--- config.mk ---
export PLATFORM = sky130hd
export DESIGN_NAME = simon_key_sched
export DESIGN_NICKNAME = d
export VERILOG_FILES = /design/src/rtl/core/simon_pkg.sv /design/src/rtl/core/simon_key_sched.sv
export SDC_FILE = /design/constraint.sdc
export NUM_CORES = 2
export LEC_CHECK = 0
export BUFFER_PORTS_ARGS = -buffer_cell sky130_fd_sc_hd__buf_2
export CORE_ASPECT_RATIO = 1.4
export CORE_MARGIN = 1.5
export CORE_UTILIZATION = 61
export DETAILED_ROUTE_END_ITERATION = 10
export PLACE_DENSITY = 0.77
export SLEW_MARGIN = 20
export SYNTH_ARGS = -nofsm -noshare
export SYNTH_HDL_FRONTEND = slang
export SYNTH_SLANG_ARGS = --single-unit
--- constraint.sdc ---
create_clock -name clock -period 7.1 [get_ports clock]
set_input_delay 1.065 -clock clock [delete_from_list [all_inputs] [get_ports clock]]
set_output_delay 1.065 -clock clock [all_outputs]
set_load 0.05 [all_outputs]
--- src/rtl/core/simon_pkg.sv ---
// shared constants, types and round functions for the simon 64/128 cipher
package simon_pkg;

   localparam int WORD_W    = 32;
   localparam int ROUNDS    = 44;
   localparam int KEY_WORDS = 4;
   localparam int RK_AW     = 6;
   localparam int CSR_AW    = 2;
   localparam int Z_LEN     = ROUNDS - KEY_WORDS;

   typedef logic [WORD_W-1:0] word_type;
   typedef logic [RK_AW-1:0]  rk_addr_type;

   localparam rk_addr_type LAST_ROUND = rk_addr_type'(ROUNDS - 1);

   // z3 sequence, bit i is z3[i]
   localparam logic [Z_LEN-1:0] Z3_SEQ = 40'b0001_0010_0000_0111_1010_0110_0011_0101_1101_1011;

   localparam word_type KEY_RESET [KEY_WORDS] = '{
      32'h0302_0100, 32'h0b0a_0908, 32'h1312_1110, 32'h1b1a_1918
   };

   // status of the two engines as seen by the top level
   typedef struct packed {
      logic key_busy;
      logic cipher_busy;
   } simon_status_type;

   function automatic word_type rotl1(input word_type v);
      return {v[WORD_W-2:0], v[WORD_W-1]};
   endfunction

   function automatic word_type rotl2(input word_type v);
      return {v[WORD_W-3:0], v[WORD_W-1:WORD_W-2]};
   endfunction

   function automatic word_type rotl8(input word_type v);
      return {v[WORD_W-9:0], v[WORD_W-1:WORD_W-8]};
   endfunction

   function automatic word_type rotr1(input word_type v);
      return {v[0], v[WORD_W-1:1]};
   endfunction

   function automatic word_type rotr3(input word_type v);
      return {v[2:0], v[WORD_W-1:3]};
   endfunction

   // feistel mixing function
   function automatic word_type round_f(input word_type v);
      return (rotl1(v) & rotl8(v)) ^ rotl2(v);
   endfunction

   // next round key from k[i-4], k[i-3], k[i-1] and z3 bit
   function automatic word_type key_next(input word_type k4, input word_type k3,
                                         input word_type k1, input logic zbit);
      word_type t;
      t = rotr3(k1) ^ k3;
      t = t ^ rotr1(t);
      return (~k4) ^ t ^ {{(WORD_W-1){1'b0}}, zbit} ^ word_type'(3);
   endfunction

endpackage

--- src/rtl/core/simon_key_sched.sv ---
// key word registers, round key expansion sequencer and round key memory
module simon_key_sched import simon_pkg::*; (
   input  logic              clock,
   input  logic              reset,
   input  logic              csr_we,
   input  logic [CSR_AW-1:0] csr_index,
   input  word_type          csr_wdata,
   input  rk_addr_type       rd_addr,
   output word_type          rd_data,
   output logic              busy
);

   word_type    key_ff  [KEY_WORDS];
   word_type    key_in  [KEY_WORDS];
   word_type    win_ff  [KEY_WORDS];
   word_type    win_in  [KEY_WORDS];
   logic        busy_ff, busy_in;
   rk_addr_type cnt_ff, cnt_in;
   word_type    wr_word;
   rk_addr_type z_idx;
   logic        zbit;
   word_type    mem [ROUNDS];
   word_type    rd_data_ff;

   always_comb begin
      for (int i = 0; i < KEY_WORDS; i++) begin
         key_in[i] = key_ff[i];
      end
      if (csr_we) begin
         key_in[csr_index] = csr_wdata;
      end
   end

   // z3 bit for round key cnt
   always_comb begin
      z_idx = cnt_ff - rk_addr_type'(KEY_WORDS);
      zbit  = (z_idx < rk_addr_type'(Z_LEN)) ? Z3_SEQ[z_idx] : 1'b0;
   end

   // first four entries are the key words, the rest come from the window
   always_comb begin
      if (cnt_ff < rk_addr_type'(KEY_WORDS)) begin
         wr_word = key_ff[cnt_ff[CSR_AW-1:0]];
      end else begin
         wr_word = key_next(win_ff[0], win_ff[1], win_ff[3], zbit);
      end
      for (int i = 0; i < KEY_WORDS - 1; i++) begin
         win_in[i] = win_ff[i+1];
      end
      win_in[KEY_WORDS-1] = wr_word;
   end

   always_comb begin
      busy_in = busy_ff;
      cnt_in  = cnt_ff;
      if (csr_we) begin
         busy_in = 1'b1;
         cnt_in  = '0;
      end else if (busy_ff) begin
         if (cnt_ff == LAST_ROUND) begin
            busy_in = 1'b0;
         end else begin
            cnt_in = cnt_ff + rk_addr_type'(1);
         end
      end
   end

   always_ff @(posedge clock) begin
      if (reset) begin
         busy_ff <= 1'b1;
         cnt_ff  <= '0;
         for (int i = 0; i < KEY_WORDS; i++) begin
            key_ff[i] <= KEY_RESET[i];
         end
      end else begin
         busy_ff <= busy_in;
         cnt_ff  <= cnt_in;
         for (int i = 0; i < KEY_WORDS; i++) begin
            key_ff[i] <= key_in[i];
         end
      end
   end

   always_ff @(posedge clock) begin
      if (busy_ff) begin
         for (int i = 0; i < KEY_WORDS; i++) begin
            win_ff[i] <= win_in[i];
         end
      end
   end

   always_ff @(posedge clock) begin
      if (busy_ff) begin
         mem[cnt_ff] <= wr_word;
      end
      rd_data_ff <= mem[rd_addr];
   end

   assign rd_data = rd_data_ff;
   assign busy    = busy_ff;

endmodule

After elaboration in Yosys (flattened, before gate mapping). Memories as Yosys holds them, arrays and structs flattened. A register that Yosys moved wholly into a read port is not among the register bits. Index checks and enable logic that the tools add are counted.

Register bits after elaboration: 7. Bits in writable memories: 1664. Memory bits (read-only): 64. Output and inout port bits: 33. Memories kept: 4.

$add $sub $neg: 2. Magnitude comparators: 5. Equal/unequal tests: 1. Multiplexer cells: 20. Bitwise gates (word level): 12. Reductions and logical operators: 3.

Memories: mem (depth 44, width 32, rd ports 1, clocked after memory_dff 1, wr ports 1, RTL line simon_key_sched.sv:22) `word_type mem [ROUNDS];`; key_ff (depth 4, width 32, rd ports 5, clocked after memory_dff 1, wr ports 4, RTL line simon_key_sched.sv:13) `word_type key_ff [KEY_WORDS];`; win_ff (depth 4, width 32, rd ports 4, clocked after memory_dff 0, wr ports 4, RTL line simon_key_sched.sv:15) `word_type win_ff [KEY_WORDS];`; (no name shown) (depth 64, width 1, rd ports 1, clocked after memory_dff 0, wr ports 0, RTL line simon_key_sched.sv:37) `zbit = (z_idx < rk_addr_type'(Z_LEN)) ? Z3_SEQ[z_idx] : 1'b0;`.

Operators by type and width (count): 32-bit two-way mux (6); 128-bit bitwise mux (1); 128-bit two-way mux (1); 32-bit bitwise XOR (3); 32-bit demux with 2-bit select (1); 32-bit inverter (1); 32-bit by 1-bit bitwise XOR with 32-bit output (1); 1-bit two-way mux (9); 6-bit by 7-bit < comparator with 1-bit output (second input constant) (1); 6-bit by 1-bit adder with 6-bit output (second input constant) (1); 6-bit equality test (second input constant) (1); 6-bit by 3-bit < comparator with 1-bit output (second input constant) (1); 6-bit < comparator (second input constant) (1); 6-bit by 3-bit subtractor with 6-bit output (second input constant) (1); 2-bit two-way mux (2); 1-bit OR (4); 3-bit greater-or-equal comparator (second input constant) (1); 3-bit by 1-bit < comparator with 1-bit output (second input constant) (1); 2-bit inverter with 3-bit output (1); 2-bit inverter (1); 2-bit AND reduction (1); 2-bit OR reduction (1); 1-bit logical AND (1); 1-bit inverter (1).

Longest topological paths before layout.
Word-level depth: 8. Mapped depth: 10.

Worst setup path after synthesis. Ideal clock, no wire load.

Path kind: flip-flop to flip-flop. Start: register busy_ff, in the netlist busy. End: memory mem[11][0] (netlist name), enable pin. Setup time: 0.461 ns. Arrival: 6.360 ns. Path slack: 0.279 ns. Cell stages (with the launch flop): 4. Period minus slack after synthesis: 6.821 ns. Path through: dfxtp_1 > nor2b_1 > nand2_1 > nor3_1.

Word-level cells in the longest chain between the ends: 2.

RTL lines: start: declaration (RTL line simon_key_sched.sv:17) `logic busy_ff, busy_in;`; start signal: assignment (RTL line simon_key_sched.sv:76) `busy_ff <= busy_in;`; 1-bit two-way mux (RTL line simon_key_sched.sv:93) `if (busy_ff) begin`; 1-bit two-way mux (not written as such) (RTL line simon_key_sched.sv:94) `mem[cnt_ff] <= wr_word;`; end: declaration (RTL line simon_key_sched.sv:22).

Every way passes these cells.

==> summary.md <==
| Metric | Value |
|---|---|
| Nets | `about 3900` |
| Drc violations | `0` |
| CTS clk-pin slew, worst paths | `0.06 ns` |
| Critical Path Fanout Max | `45` |
| Setup bufs post-CTS | `0` |
| Endpoints failing hold | `0` |
| Final setup viols | `0` |
| Tmin final | `between 4 and 5 ns` |
| Cell-by-cell trace of the critical path | `inv_1 -> ha_1 -> or3b_4 -> buf_4 -> nor2_1 -> a21oi_4` |
| RSZ-0062 raised after global routing | `no` |
| Post-synth ARST share | `0%` |
| Mapped cell area | `0.0664 mm²` |
| Worst Path Required | `approximately 7.5 ns` |
| Core footprint | `0.108 mm²` |
| Slew margin rel. | `23.7%` |
| Total nets after synthesis | `3825` |
| H-tree depth | `4` |
| Largest net degree at the start of global routing | `130` |
| Ports | `76` |
| Final TNS setup | `0 ns` |
| Final Max Tran Viols | `0` |
| P&R area growth vs syn | `11.5%` |
| Routed wire length | `159000 µm` |
| Vias in the first global route | `between 30000 and 40000` |
| MaxCap Viol Count | `0` |
| Die ar. | `0.111 mm²` |
| WP data arrival | `4.50 ns` |
| CTS tree | `built` |
| Outcome | `complete, no violations` |
| Largest stage delay, worst path | `0.86 ns` |
| CP startpoint kind | `flip-flop` |
| Crit end category | `flip-flop` |
| Clk_lat worst skew | `just under 0.8 ns` |
| Fillers | `about 6700` |
| Worst-Margin Slew | `1.14 ns` |
| Final cycle utilization of the critical path | `between 50% and 60%` |
| GPL Wtd Cong | `0.783` |
| Seq/Total Area, Yosys | `74.6%` |
| Die width | `282 µm` |
| First-pass DRT Iterations | `7` |
| Root Driver | `clkbuf_16` |
| Worst Path Class, Setup | `flip-flop to flip-flop` |
| DP HPWL | `83000 µm` |
| Layout cells sized above 1 | `16.8%` |
| Ys flop type | `edfxtp_1` |
| CP top delay family | `buffers and inverters` |
| Hold Crit Class | `flip-flop to flip-flop` |
| Post-synth EDFFs | `1536` |
| Initial antenna violation count | `10` |
| Total CTS buffers | `151` |
| FF+latch area | `between 0.04 and 0.05 mm²` |
| First-pass GRT wire length | `around 230000 µm` |
| Grt ovf | `0` |
| CTS max path bufs | `3` |
| Post-CTS sizing | `0` |
| Max Clock Skew | `0.0259 ns` |
| Post-Place Cell Area | `slightly below 0.07 mm²` |
| Multi-input gate area | `around 0.016 mm²` |
| Total track usage | `between 20% and 30%` |
| Pwr dens | `277 mW/mm²` |
| CTS Hold Bufs | `0` |
| ANT nets after route | `0` |
| Worst VDD drop | `~0.24 mV` |
| Synthesized area per cell | `between 15 and 20 µm²` |
| Via/cell ratio | `around 6.4` |
| Sink Count | `1705` |
| Vias | `34990` |
| Die Height | `393 µm` |
| Port buffer count | `between 70 and 80` |
| Iteration-0 DRC Markers | `between 4000 and 5000` |
| Synth Instances | `3774` |
| CP bufs+invs | `2` |
| Max Fclk | `244 MHz` |
| Critical path's slowest cell | `dfxtp_1` |
| Netlist cell types | `48` |
| Num rows | `roughly 140` |
| Leakage | `between 0.02 and 0.03 µW` |
| Initial Util | `61.3%` |
| Design Area, Final | `between 0.07 and 0.08 mm²` |
| R2R Setup Slk | `3.00 ns` |
| Synth Register Bits | `around 1700` |
| Synth warn | `0` |
| Routed WL per cell | `29.2 µm` |
[cell usage in the layout (no fill, tap or decap), types with 4 or more instances in the layout]
cell	instances
clkbuf_1	38
buf_2	71
nand2_1	341
buf_4	62
a21oi_4	25
buf_12	16
o41ai_2	32
clkbuf_16	153
a22o_1	64
o22ai_1	32
dfxtp_1	167
or2_2	4
nor2_4	41
mux2i_1	545
bufinv_16	10
nor3_2	5
a21oi_1	161
a221oi_2	32
o21ai_0	8
clkinv_2	28
nand3_1	7
o21ai_1	24
a22oi_1	128
edfxtp_1	1536
diode_2	4
xnor2_1	98
mux4_2	129
inv_6	8
ha_1	8
clkinv_1	20
nor2b_1	5
a21oi_2	5
buf_16	10
inv_1	6
a221oi_1	32
nand3b_1	33
clkinv_8	4
nor2_1	44
clkbuf_8	10
[synthesized netlist by cell type, drive strengths merged, types with 2 or more instances]
| master | instances | share of area (%) |
|---|---|---|
| a22o | 64 | 0.84 |
| dfxtp | 169 | 5.1 |
| nor3b | 3 | 0.034 |
| ha | 8 | 0.15 |
| buf | 118 | 1.2 |
| nor3 | 6 | 0.045 |
| a221oi | 64 | 1.1 |
| nand3 | 8 | 0.060 |
| xnor2 | 98 | 1.3 |
| inv | 5 | 0.028 |
| a22oi | 128 | 1.4 |
| o21ai | 33 | 0.25 |
| nand3b | 33 | 0.37 |
| mux4 | 129 | 4.4 |
| nor2 | 85 | 0.48 |
| nand2b | 2 | 0.019 |
| clkbuf | 114 | 0.67 |
| o41ai | 32 | 0.78 |
| edfxtp | 1536 | 69 |
| nor2b | 7 | 0.066 |
| nand2 | 341 | 1.9 |
| or3b | 2 | 0.026 |
| or2 | 4 | 0.038 |
| and2 | 2 | 0.019 |
| mux2i | 545 | 8.2 |
| o22ai | 32 | 0.30 |
| xor2 | 3 | 0.040 |
| a21oi | 191 | 1.4 |
[flip-flops by register name (all words and copies together), names as in the netlist, named ones only]
signal / flops
mem: 1408
key_ff: 128
win_ff: 128
rd_data: 32
cnt_ff: 6
busy: 1
[worst paths after layout]
path | from | end | depth (start not counted)
setup / recovery | cnt_ff[2]$_SDFFE_PP0P_ | mem[24][27]$_DFFE_PP_ | 6
hold / removal | win_ff[2][4]$_DFFE_PP_ | win_ff[1][4]$_DFFE_PP_ | 0
setup reg to reg | cnt_ff[2]$_SDFFE_PP0P_ | mem[24][27]$_DFFE_PP_ | 6
hold reg to reg | win_ff[2][4]$_DFFE_PP_ | win_ff[1][4]$_DFFE_PP_ | 0
[worst register-to-register path: stages (launching register included)]
cell	delay, ns
dfxtp_1	0.86
inv_1	0.22
ha_1	0.30
or3b_4	0.57
buf_4	0.66
nor2_1	0.21
a21oi_4	0.86
[through the flow]
step	worst slack (ns)	power, µW	utilization, %	hold slack [ns]	instances
2_1_floorplan	0.279	12200	-	0.400	3774
3_3_place_gp	3.06	12600	63.5	0.403	5138
3_5_place_dp	2.98	12600	63.5	0.405	5140
4_1_cts	3.04	20500	68.0	0.417	5420
5_1_grt	2.81	21000	68.4	0.419	5438
6_report	3.00	20500	68.4	0.420	5438
[area by class of cell]
type,count,area share [%]
diodes,4,0.0135
clock buffers,203,5.57
clock inverters,77,1.02
inverters,5,0.0254
multi-input cells,1832,22.0
flip-flops and latches,1705,66.9
well taps,1450,2.45
repair buffers,162,1.97
[kinds of logic after synthesis]
| kind of cell | Yosys count | synth area share (%) |
|---|---|---|
| flip-flops | 1705 | 74.6 |
| multiplexers | 675 | 12.6 |
| AO/OA/AOI/OAI | 549 | 6.27 |
| AND/OR/NAND/NOR | 499 | 3.16 |
| buffers and inverters | 237 | 1.88 |
| XOR/XNOR | 101 | 1.33 |
| adder cells (fa/ha/maj) | 8 | 0.151 |
[where the power goes]
| part | switching (µW) | internal (µW) |
|---|---|---|
| clock network | 3610 | 4480 |
| logic | 811 | 425 |
| registers | 89.3 | 11100 |
[metal layers]
metal	GRT usage, %	up-vias	routed length (µm)
li1	-	15009	-
met1	38.0	17817	58600
met2	48.5	1850	80800
met3	4.77	314	13500
met4	10.9	0	5900
met5	0	-	0
Power figures use the tool's default switching activity.
