$ cat config.mk
export PLATFORM = sky130hd
export DESIGN_NAME = simon_cipher_core
export DESIGN_NICKNAME = d
export VERILOG_FILES = /design/src/rtl/core/simon_pkg.sv /design/src/rtl/core/simon_cipher_core.sv
export SDC_FILE = /design/constraint.sdc
export NUM_CORES = 1
export LEC_CHECK = 0
export BUFFER_PORTS_ARGS = -buffer_cell sky130_fd_sc_hd__buf_2
export CORE_AREA = 4 4 121 123
export CTS_BUF_LIST = sky130_fd_sc_hd__clkbuf_8
export DETAILED_ROUTE_END_ITERATION = 12
export DIE_AREA = 0 0 125 127
export GPL_TIMING_DRIVEN = 0
export MAX_ROUTING_LAYER = met4
export PLACE_DENSITY = 0.8
export SKIP_LAST_GASP = 1
export SYNTH_ARGS = -nofsm -noshare
export SYNTH_HDL_FRONTEND = slang
export SYNTH_SLANG_ARGS = --single-unit
$ cat constraint.sdc
create_clock -name clock -period 3.2 [get_ports clock]
set_input_delay 0.32 -clock clock [delete_from_list [all_inputs] [get_ports clock]]
set_output_delay 0.32 -clock clock [all_outputs]
set_load 0.02 [all_outputs]
$ cat src/rtl/core/simon_pkg.sv
// shared constants, types and round functions for the simon 64/128 cipher
package simon_pkg;

   localparam int WORD_W    = 32;
   localparam int ROUNDS    = 44;
   localparam int KEY_WORDS = 4;
   localparam int RK_AW     = 6;
   localparam int CSR_AW    = 2;
   localparam int Z_LEN     = ROUNDS - KEY_WORDS;

   typedef logic [WORD_W-1:0] word_type;
   typedef logic [RK_AW-1:0]  rk_addr_type;

   localparam rk_addr_type LAST_ROUND = rk_addr_type'(ROUNDS - 1);

   // z3 sequence, bit i is z3[i]
   localparam logic [Z_LEN-1:0] Z3_SEQ = 40'b0001_0010_0000_0111_1010_0110_0011_0101_1101_1011;

   localparam word_type KEY_RESET [KEY_WORDS] = '{
      32'h0302_0100, 32'h0b0a_0908, 32'h1312_1110, 32'h1b1a_1918
   };

   // status of the two engines as seen by the top level
   typedef struct packed {
      logic key_busy;
      logic cipher_busy;
   } simon_status_type;

   function automatic word_type rotl1(input word_type v);
      return {v[WORD_W-2:0], v[WORD_W-1]};
   endfunction

   function automatic word_type rotl2(input word_type v);
      return {v[WORD_W-3:0], v[WORD_W-1:WORD_W-2]};
   endfunction

   function automatic word_type rotl8(input word_type v);
      return {v[WORD_W-9:0], v[WORD_W-1:WORD_W-8]};
   endfunction

   function automatic word_type rotr1(input word_type v);
      return {v[0], v[WORD_W-1:1]};
   endfunction

   function automatic word_type rotr3(input word_type v);
      return {v[2:0], v[WORD_W-1:3]};
   endfunction

   // feistel mixing function
   function automatic word_type round_f(input word_type v);
      return (rotl1(v) & rotl8(v)) ^ rotl2(v);
   endfunction

   // next round key from k[i-4], k[i-3], k[i-1] and z3 bit
   function automatic word_type key_next(input word_type k4, input word_type k3,
                                         input word_type k1, input logic zbit);
      word_type t;
      t = rotr3(k1) ^ k3;
      t = t ^ rotr1(t);
      return (~k4) ^ t ^ {{(WORD_W-1){1'b0}}, zbit} ^ word_type'(3);
   endfunction

endpackage

$ cat src/rtl/core/simon_cipher_core.sv
// round sequencer with one shared feistel round unit and result register
module simon_cipher_core import simon_pkg::*; (
   input  logic        clock,
   input  logic        reset,
   input  logic        start,
   input  logic        start_mode,
   input  word_type    start_upper,
   input  word_type    start_lower,
   input  word_type    rk,
   output rk_addr_type rd_addr,
   output logic        busy,
   output logic        rsp_valid,
   input  logic        rsp_ready,
   output word_type    res_upper,
   output word_type    res_lower
);

   logic        run_ff, run_in;
   rk_addr_type cnt_ff, cnt_in;
   logic        mode_ff;
   word_type    x_ff, y_ff;
   word_type    x_new, y_new;
   logic        rsp_valid_ff, rsp_valid_in;
   word_type    res_x_ff, res_y_ff;
   logic        last, commit, advance;
   rk_addr_type idx;
   word_type    a_word, b_word, r_word;

   assign last    = run_ff && (cnt_ff == LAST_ROUND);
   assign commit  = last && (!rsp_valid_ff || rsp_ready);
   assign advance = run_ff && (cnt_ff != LAST_ROUND);

   // key index one round ahead, held while the last round waits
   always_comb begin
      idx = advance ? (cnt_ff + rk_addr_type'(1)) : cnt_ff;
      if (start) begin
         rd_addr = start_mode ? LAST_ROUND : '0;
      end else begin
         rd_addr = mode_ff ? (LAST_ROUND - idx) : idx;
      end
   end

   // shared round unit: decrypt is the same round with halves swapped
   always_comb begin
      a_word = mode_ff ? y_ff : x_ff;
      b_word = mode_ff ? x_ff : y_ff;
      r_word = b_word ^ round_f(a_word) ^ rk;
      if (mode_ff) begin
         x_new = y_ff;
         y_new = r_word;
      end else begin
         x_new = r_word;
         y_new = x_ff;
      end
   end

   always_comb begin
      run_in       = run_ff;
      cnt_in       = cnt_ff;
      rsp_valid_in = rsp_valid_ff;
      if (rsp_ready) begin
         rsp_valid_in = 1'b0;
      end
      if (start) begin
         run_in = 1'b1;
         cnt_in = '0;
      end else if (advance) begin
         cnt_in = cnt_ff + rk_addr_type'(1);
      end else if (commit) begin
         run_in       = 1'b0;
         rsp_valid_in = 1'b1;
      end
   end

   always_ff @(posedge clock) begin
      if (reset) begin
         run_ff       <= 1'b0;
         cnt_ff       <= '0;
         rsp_valid_ff <= 1'b0;
      end else begin
         run_ff       <= run_in;
         cnt_ff       <= cnt_in;
         rsp_valid_ff <= rsp_valid_in;
      end
   end

   always_ff @(posedge clock) begin
      if (start) begin
         mode_ff <= start_mode;
         x_ff    <= start_upper;
         y_ff    <= start_lower;
      end else if (advance) begin
         x_ff <= x_new;
         y_ff <= y_new;
      end
      if (commit) begin
         res_x_ff <= x_new;
         res_y_ff <= y_new;
      end
   end

   assign busy      = run_ff;
   assign rsp_valid = rsp_valid_ff;
   assign res_upper = res_x_ff;
   assign res_lower = res_y_ff;

endmodule

**After elaboration in Yosys (flattened, before gate mapping)**

Cells that the tools add are included.
W data, S select, Z words.

- Mux-type cells: 19
- Equality and inequality tests: 3
- Reductions and logical operators: 9
- Bitwise gates (word level): 4
- $add $sub $neg: 2

Operators with widths:

| operator | count |
|---|---|
| $mux W32 | 8 |
| $xor A32 B32 Y32 | 3 |
| $and A32 B32 Y32 | 1 |
| $mux W6 | 4 |
| $mux W1 | 7 |
| $add A6 B1 Y6 const B | 1 |
| $eq A6 B6 Y1 const B | 1 |
| $ne A6 B6 Y1 const B | 1 |
| $sub A6 B6 Y6 const A | 1 |
| $reduce_bool A2 Y1 | 2 |
| $logic_and A1 B1 Y1 | 3 |
| $ne A2 B2 Y1 const B | 1 |
| $reduce_and A2 Y1 | 1 |
| $reduce_or A2 Y1 | 1 |
| $logic_not A1 Y1 | 1 |
| $logic_or A1 B1 Y1 | 1 |

- Input bits: 101
- Word-level logic and storage cells: 45
- Flip-flop bits (word level): 137
- Output and inout port bits: 72

**Logic depth before layout (Yosys ltp)**

Gate-level depths: netlist of run 1.

- Depth after elaboration: 8
- Mapped depth: 8
- Gate-level depth less buffers: 8

**Least setup slack after synthesis of run 1**

OpenSTA, ideal clock, no wires.

- Path type: in2reg
- From: in start
- To: reg x_ff[0] (enable)
- Required time: 2768 ps
- Arrival time: 2368 ps
- Buffers on the path: 2
- Setup time: 432 ps
- Cell stages on the path: 3
- Slack: 399 ps
- Path through: buf_2 clkbuf_1 nand2b_1

- Word-level cells in the longest chain between the ends: 1

Ends and longest elaborated chain:

| element | RTL line | text |
|---|---|---|
| start, declared | simon_cipher_core.sv:5 | `input logic start,` |
| $reduce_bool A2 Y1 (no source line) | - |  |
| end signal, assigned | simon_cipher_core.sv:90 | `x_ff <= start_upper;` |
| end signal, assigned | simon_cipher_core.sv:93 | `x_ff <= x_new;` |
| end, declared | simon_cipher_core.sv:21 | `word_type x_ff, y_ff;` |

Every way passes these cells.
A chain may end at the register's enable or synchronous reset.

**Worst setup path in the final report of run 1**

- From: reg run_ff (netlist: busy)
- To: out rd_addr[3]

- Word-level cells in the longest chain between the ends: 5

Ends and longest elaborated chain:

| element | RTL line | text |
|---|---|---|
| start, declared | simon_cipher_core.sv:18 | `logic run_ff, run_in;` |
| start signal, assigned | simon_cipher_core.sv:81 | `run_ff <= run_in;` |
| $logic_and A1 B1 Y1 (*) | simon_cipher_core.sv:31 | `assign advance = run_ff && (cnt_ff != LAST_ROUND);` |
| $mux W6 (*) | - |  |
| via idx[3] | simon_cipher_core.sv:26 | `rk_addr_type idx;` |
| $sub A6 B6 Y6 | simon_cipher_core.sv:39 | `rd_addr = mode_ff ? (LAST_ROUND - idx) : idx;` |
| $mux W6 (*) | simon_cipher_core.sv:39 |  |
| $mux W6 (*) | simon_cipher_core.sv:36 | `if (start) begin` |
| end, declared | simon_cipher_core.sv:10 | `output rk_addr_type rd_addr,` |

Mark *: on every way through the listed nets, which the timed path passes. The rest lies on a longest branch.

==> out/metrics.yaml, run 1 <==
floorplan:
  start_util_pct: 53.7
  fp.dieH_um: 127
  die_area_mm2: 0.0159
  ios: 173
  core_mm2: 0.0137
  die_w_um: 125
  rows: 43
sta:
  fin_skew_ns: 0.0126
  rsz0062_at_grt: "false"
  setup_violations: 0
  period_share_pct: 83.2
  worst_hold_slack_ns: 0.0559
  finalHoldViolCount: 0
  max_freq_ghz: 0.376
  maxSlewViolCount: 0
  slew_headroom_pct: 39.1
  setup_slack_ns: 0.537
  fin_crit_ns: 2.66
  worst_slew_pin_slew_ns: 0.913
critical_path:
  arrival_ns: 2.34
  crit_type: "register to primary output"
  crit_required_ns: 2.88
  cp-end-kind: "primary output"
  crit_fanout: 9
  startpoint_type: "register"
flow_run:
  max_cap_violations: 0
final_layout:
  final_cell_mix: "174 x buf_2, 131 x xnor2_1, 129 x edfxtp_1, 102 x nand2_1, 69 x xor2_1"
  nets: 885
  area_delta_synth_final_pct: 19.9
  final_core_util_pct: 64.4
  drive_gt1_share_pct: 34.9
  post-route-cell-area_mm2: 0.00880
  final_common_cell: "buf_2"
grt:
  grt-ovfl-total: 0
  grt_usage_pct: 24.1
  grt_pass1_vias: 5249
  grt_max_degree: 65
  antenna_found_initial: 2
  grt_pass1_wl_um: 28200
drt:
  num_vias: 5120
  drt-wirelength-per-cell_um: 18.8
  wirelength_um: 18300
  antenna_violating_nets_post_route: 0
  drt_iter0_drc: 401
  dr.pass1.iters: 5
  drc: 0
  vias_per_cell: 5.25
yosys:
  synth_compound_area_share_pct: 1.19
  muxShareOfSynthArea_pct: 9.96
  synth_top_family_by_area: "XOR/XNOR gates"
  syn_area_per_cell_um2: 12.4
  synth.yosys.seq_area_share_pct: 55.0
  ys_ff_latch: 137
  syn_area_mm2: 0.00734
  yosys.area.top_type: "edfxtp_1"
  synth_top_area_share_pct: 52.8
  yosys.area_share.simple_pct: 8.49
  synth_fa_ha_area_share_pct: 0.341
  syn_inst: 590
  synth_nets: 693
  netlist_top_cells_area: "edfxtp_1 53%, xnor2_1 16%, mux2_2 9.8%"
  synth_cell_type_count: 31
  ys_warn_count: 0
  yosys.area_share.xor_xnor_pct: 23.9
clock_tree:
  cts_buffer_depth: 2
  post_cts_buffers: 0
  clkLatencyLatePin_ns: 0.45
  cts_made_buffers: 17
  cts_resized: 0
  cts_tree: "built"
  clockRootBuffer: "clkbuf_8"
  cts.sinks: 137
  htree_levels: 4
  hold_buffers: 0
  clk_pin_slew_ns: 0.07
run_status:
  status: "finished clean"
hold_path:
  worstHoldPathType: "primary input to register"
placed_design:
  pre_cts_slack_ns: 0.811
  io_buffers: 172
  placed_area_mm2: 0.00845
  gp_congestion: 0.874
  hpwlAfterDp_um: 13800
power_and_ir_drop:
  p_sw_share_pct: 33.4
  p_per_area_mw_per_mm2: 688
  p_int_w: 0.00403
  pwr-share-clk_pct: 20.8
  power.switching_w: 0.00203
  p_leak_nw: 3.45
  ir_drop_uv: 359
  pwr-share-comb_pct: 32.1
  p_total_w: 0.00606
  seqPwrFrac_pct: 47.1
==> worst paths after layout <==
kind,start,endpoint,slack (ns),depth (start not counted)
max,busy,rd_addr[3],0.54,8
min,reset,rsp_valid,0.06,2
max reg2reg,cnt_ff[0],res_upper[19],0.81,6
min reg2reg,rsp_valid,rsp_valid,0.59,3
==> sequential cells by signal (all words and copies together) (netlist names) <==
register and cells:
mode_ff 1, rsp_valid 1, res_lower 32, busy 1
res_upper 32, x_ff 32, y_ff 32, cnt_ff 6
==> cell type report <==
cell class                      instances  area, um2
Buffer                                 17       76.3
Inverter                                3       11.3
Clock buffer                           17        234
Tap cell                              180        225
Clock inverter                         14        111
Multi-Input combinational cell        433       3230
Sequential cell                       137       4030
Antenna cell                            2       5.00
Timing Repair Buffer                  173        881
Fill cell                            1067       4860
==> power groups by stage <==
stage	Sequential, W	Clock (W)	Combinational (W)
3_5_place_dp	0.00288	0	0.00191
3_3_place_gp	0.00288	0	0.00187
2_1_floorplan	0.00271	0	0.00155
4_1_cts	0.00284	0.00128	0.00194
5_1_grt	0.00287	0.00137	0.00214
6_report	0.00286	0.00126	0.00195
==> cell families (layout without fill, tap and decap cells) <==
kind of cell               Yosys count  after routing
muxes                               65             65
other                                0              2
DFF                                137            137
adders and majority gates            2              2
xor gates and xnor gates           200            200
buffers and inverters               20            224
and+or+nand+nor                    155            155
AOI/OAI and AO/OA                   11             11
==> Yosys cell counts, drive strengths merged <==
| cell | n |
|---|---|
| inv | 3 |
| ha | 2 |
| xnor2 | 131 |
| dfxtp | 8 |
| mux2i | 1 |
| o31ai | 1 |
| or2 | 1 |
| nand2 | 102 |
| buf | 5 |
| nand3 | 1 |
| nand3b | 1 |
| o211ai | 1 |
| clkbuf | 12 |
| o21ai | 5 |
| xor2 | 69 |
| edfxtp | 129 |
| a21oi | 2 |
| nor2 | 43 |
| mux2 | 64 |
| o21a | 1 |
| nand2b | 3 |
| nand4 | 2 |
| nor3 | 1 |
| a21boi | 1 |
| and3b | 1 |
==> critical path, cell delays in order (launching register included) <==
cell and delay, ns:
dfxtp_1 0.55, nand4_2 0.17, xor2_1 0.30, inv_1 0.11, ha_1 0.31, nand2_1 0.06, o21ai_0 0.07, o21ai_0 0.15
buf_2 0.19
==> layer usage <==
layer  up-vias  share of wire, %  GRT usage (%)
met3        27               8.2           6.73
met5         -                 0              -
met4         0               2.2           8.04
li1       2380                 -              -
met2       229                48           38.0
met1      2484                42           30.6
==> stage by stage <==
step | cells | TNS [ns]
final | 976 | 0
after global routing | 976 | 0
after CTS | 974 | 0
after detailed placement | 943 | 0
after global placement | 942 | -43.21
after floorplan | 590 | 0
Power figures use the tool's default switching activity.
==> run 2: changes to the inputs <==
==> constraint.sdc (replaced) <==
create_clock -name clock -period 2.5 [get_ports clock]
set_input_delay 0.25 -clock clock [delete_from_list [all_inputs] [get_ports clock]]
set_output_delay 0.25 -clock clock [all_outputs]
set_load 0.02 [all_outputs]
==> run 2 against run 1 <==
Clock skew grew 0.0011 ns. Sequential power rose by 28%. Worst setup slack got worse by 0.46 ns. Wire length up 3.7%. Global-route usage grew 0.67 points. Worst hold slack improved by 0.039 ns. Final cell count rose by 0.72%. Design area rose by 1.5%.
==> out/metrics.yaml, run 2 (same netlist as run 1, synthesis figures left out) <==
final_layout:
  drive_gt1_share_pct: 35.7  # +0.82 points
  ff_latch_area_mm2: 0.00404  # +0.12%
  nets: 892  # +0.79%
  final_common_cell: "buf_2"
  n_fill_cell: 1098  # +2.9%
  stdcell_count: 983  # +0.72%
  post-route-cell-area_mm2: 0.00893  # +1.5%
  final_cell_mix: "173 x buf_2, 131 x xnor2_1, 129 x edfxtp_1, 102 x nand2_1, 67 x xor2_1"
  area_delta_synth_final_pct: 21.7
  multi_input_area_mm2: 0.00326  # +1.2%
critical_path:
  arrival_ns: 2.17  # -0.17 ns
  cp-end-kind: "primary output"
  crit_type: "register to primary output"
  crit_required_ns: 2.25  # -0.63 ns
  crit_fanout: 5  # -4
  startpoint_type: "register"
power_and_ir_drop:
  ir_drop_uv: 374  # +4.2%
  power.switching_w: 0.00258  # +27%
  p_leak_nw: 3.50  # +1.5%
  p_sw_share_pct: 32.5  # -0.96 points
  p_int_w: 0.00536  # +33%
  pwr-share-comb_pct: 31.4  # -0.7 points
  seqPwrFrac_pct: 46.1  # -1.0 points
  pwr-share-clk_pct: 22.5  # +1.7 points
  p_per_area_mw_per_mm2: 889  # +29%
sta:
  period_share_pct: 96.7
  rsz0062_at_grt: "true"
  max_freq_ghz: 0.413
  slew_headroom_pct: 38.9  # -0.21 points
  maxSlewViolCount: 0  # unchanged
  worst_hold_slack_ns: 0.0950  # +0.0391 ns
  worst_slew_pin_slew_ns: 0.916  # +0.00313 ns
  fin_crit_ns: 2.42
  finalHoldViolCount: 0  # unchanged
  setup_violations: 0  # unchanged
  fin_skew_ns: 0.0137  # +0.00113 ns
grt:
  grt_pass1_wl_um: 28800  # +2.2%
  grt_usage_pct: 24.8  # +0.67 points
  grt-ovfl-total: 0  # unchanged
  grt_max_degree: 65  # unchanged
  antenna_found_initial: 2  # unchanged
  grt_pass1_vias: 5128  # -2.3%
clock_tree:
  cts.sinks: 137  # unchanged
  htree_levels: 4  # unchanged
  cts_buffer_depth: 2  # unchanged
  cts_tree: "built"
  clk_pin_slew_ns: 0.07  # about the same
  cts_made_buffers: 17  # unchanged
  clockRootBuffer: "clkbuf_8"
  clkLatencyLatePin_ns: 0.46  # about the same
drt:
  vias_per_cell: 5.22  # -0.58%
  num_vias: 5127  # +0.14%
  drc: 0  # unchanged
  dr.pass1.iters: 5  # unchanged
  wirelength_um: 19000  # +3.7%
  drt-wirelength-per-cell_um: 19.4  # +3.0%
  drt_iter0_drc: 453  # +13%
  antenna_violating_nets_post_route: 0  # unchanged
floorplan:
  fp.dieH_um: 127  # unchanged
  die_area_mm2: 0.0159  # unchanged
  core_mm2: 0.0137  # unchanged
  die_w_um: 125  # unchanged
  start_util_pct: 53.7  # unchanged
  rows: 43  # unchanged
  ios: 173  # unchanged
run_status:
  status: "finished clean"
placed_design:
  io_buffers: 172  # unchanged
  gp_congestion: 0.896  # +2.5%
  place_inst: 942  # -0.11%
  placed_area_mm2: 0.00844  # -0.19%
  hpwlAfterDp_um: 13800  # about the same
flow_run:
  max_cap_violations: 0  # unchanged
hold_path:
  worstHoldPathType: "primary input to register"
-- run 2: cell count changes in the layout (fill, tap and decap cells not counted), sizes merged --
cell / previous run / this run
buf: 178 / 181
dlygate4sd3: 0 / 3
bufinv: 1 / 3
clkinv: 7 / 5
inv: 4 / 6
clkinvlp: 5 / 4
-- run 2: final timing paths --
check	end	from	cells after the start	slack (ns)
max	rd_addr[0]	cnt_ff[3]	7	0.08
min	y_ff[14]	start_lower[14]	2	0.09
max reg2reg	res_upper[8]	cnt_ff[1]	5	0.17
min reg2reg	busy	busy	2	0.59
-- run 2: power groups by stage --
| stage | Clock, W | Sequential (W) | Combinational [W] |
|---|---|---|---|
| after floorplan | 0 | 0.00346 | 0.00198 |
| after global placement | 0 | 0.00369 | 0.00238 |
| after detailed placement | 0 | 0.00369 | 0.00244 |
| after CTS | 0.00182 | 0.00365 | 0.00249 |
| after global routing | 0.00192 | 0.00369 | 0.00272 |
| final | 0.00179 | 0.00366 | 0.00249 |
-- run 2: worst max-delay path, cell delays in order (launching register included) --
cell,delay (ns)
dfxtp_1,0.48
nand2_1,0.17
o31ai_4,0.25
buf_4,0.19
xor2_2,0.19
xor2_1,0.09
o21ai_0,0.15
buf_2,0.20
-- run 2: what timing repair did --
action                                  4_1_cts  5_1_grt
pin swaps                                     2        1
setup buffers                                 3        1
hold buffers                                  3        0
endpoints found under the setup margin       67       21
gates cloned                                  1        0
endpoints found under the hold margin         4        0
gates resized for setup                      11        2
-- run 2: final cells by class --
| type | instances | share of cell area (%) |
|---|---|---|
| sequential | 137 | 45.2 |
| multi-input combinational | 433 | 36.5 |
| timing repair buffer | 179 | 10.3 |
| clock buffer | 17 | 2.62 |
| tap | 180 | 2.52 |
| clock inverter | 14 | 1.60 |
| buffer | 17 | 0.854 |
| inverter | 3 | 0.168 |
| timing repair inverter | 1 | 0.0840 |
| antenna | 2 | 0.0560 |
-- run 2: per-layer routing --
metal	track usage (%)	part of all wire (%)
met4	8.16	1.6
met1	31.4	41
met3	5.10	7.3
met5	-	0
met2	40.4	50
-- run 2: stage by stage --
step | total power (W) | setup TNS (ns) | util [%] | setup slack, ns
finish | 0.00794 | 0 | 65.4 | 0.0813
global route | 0.00832 | -0.309 | 65.4 | -0.0651
CTS | 0.00795 | 0 | 65.2 | 0.0296
detailed placement | 0.00613 | -19.91 | 61.7 | -0.315
global placement | 0.00607 | -21.28 | 61.7 | -0.193
floorplan | 0.00544 | 0 | - | 0.287
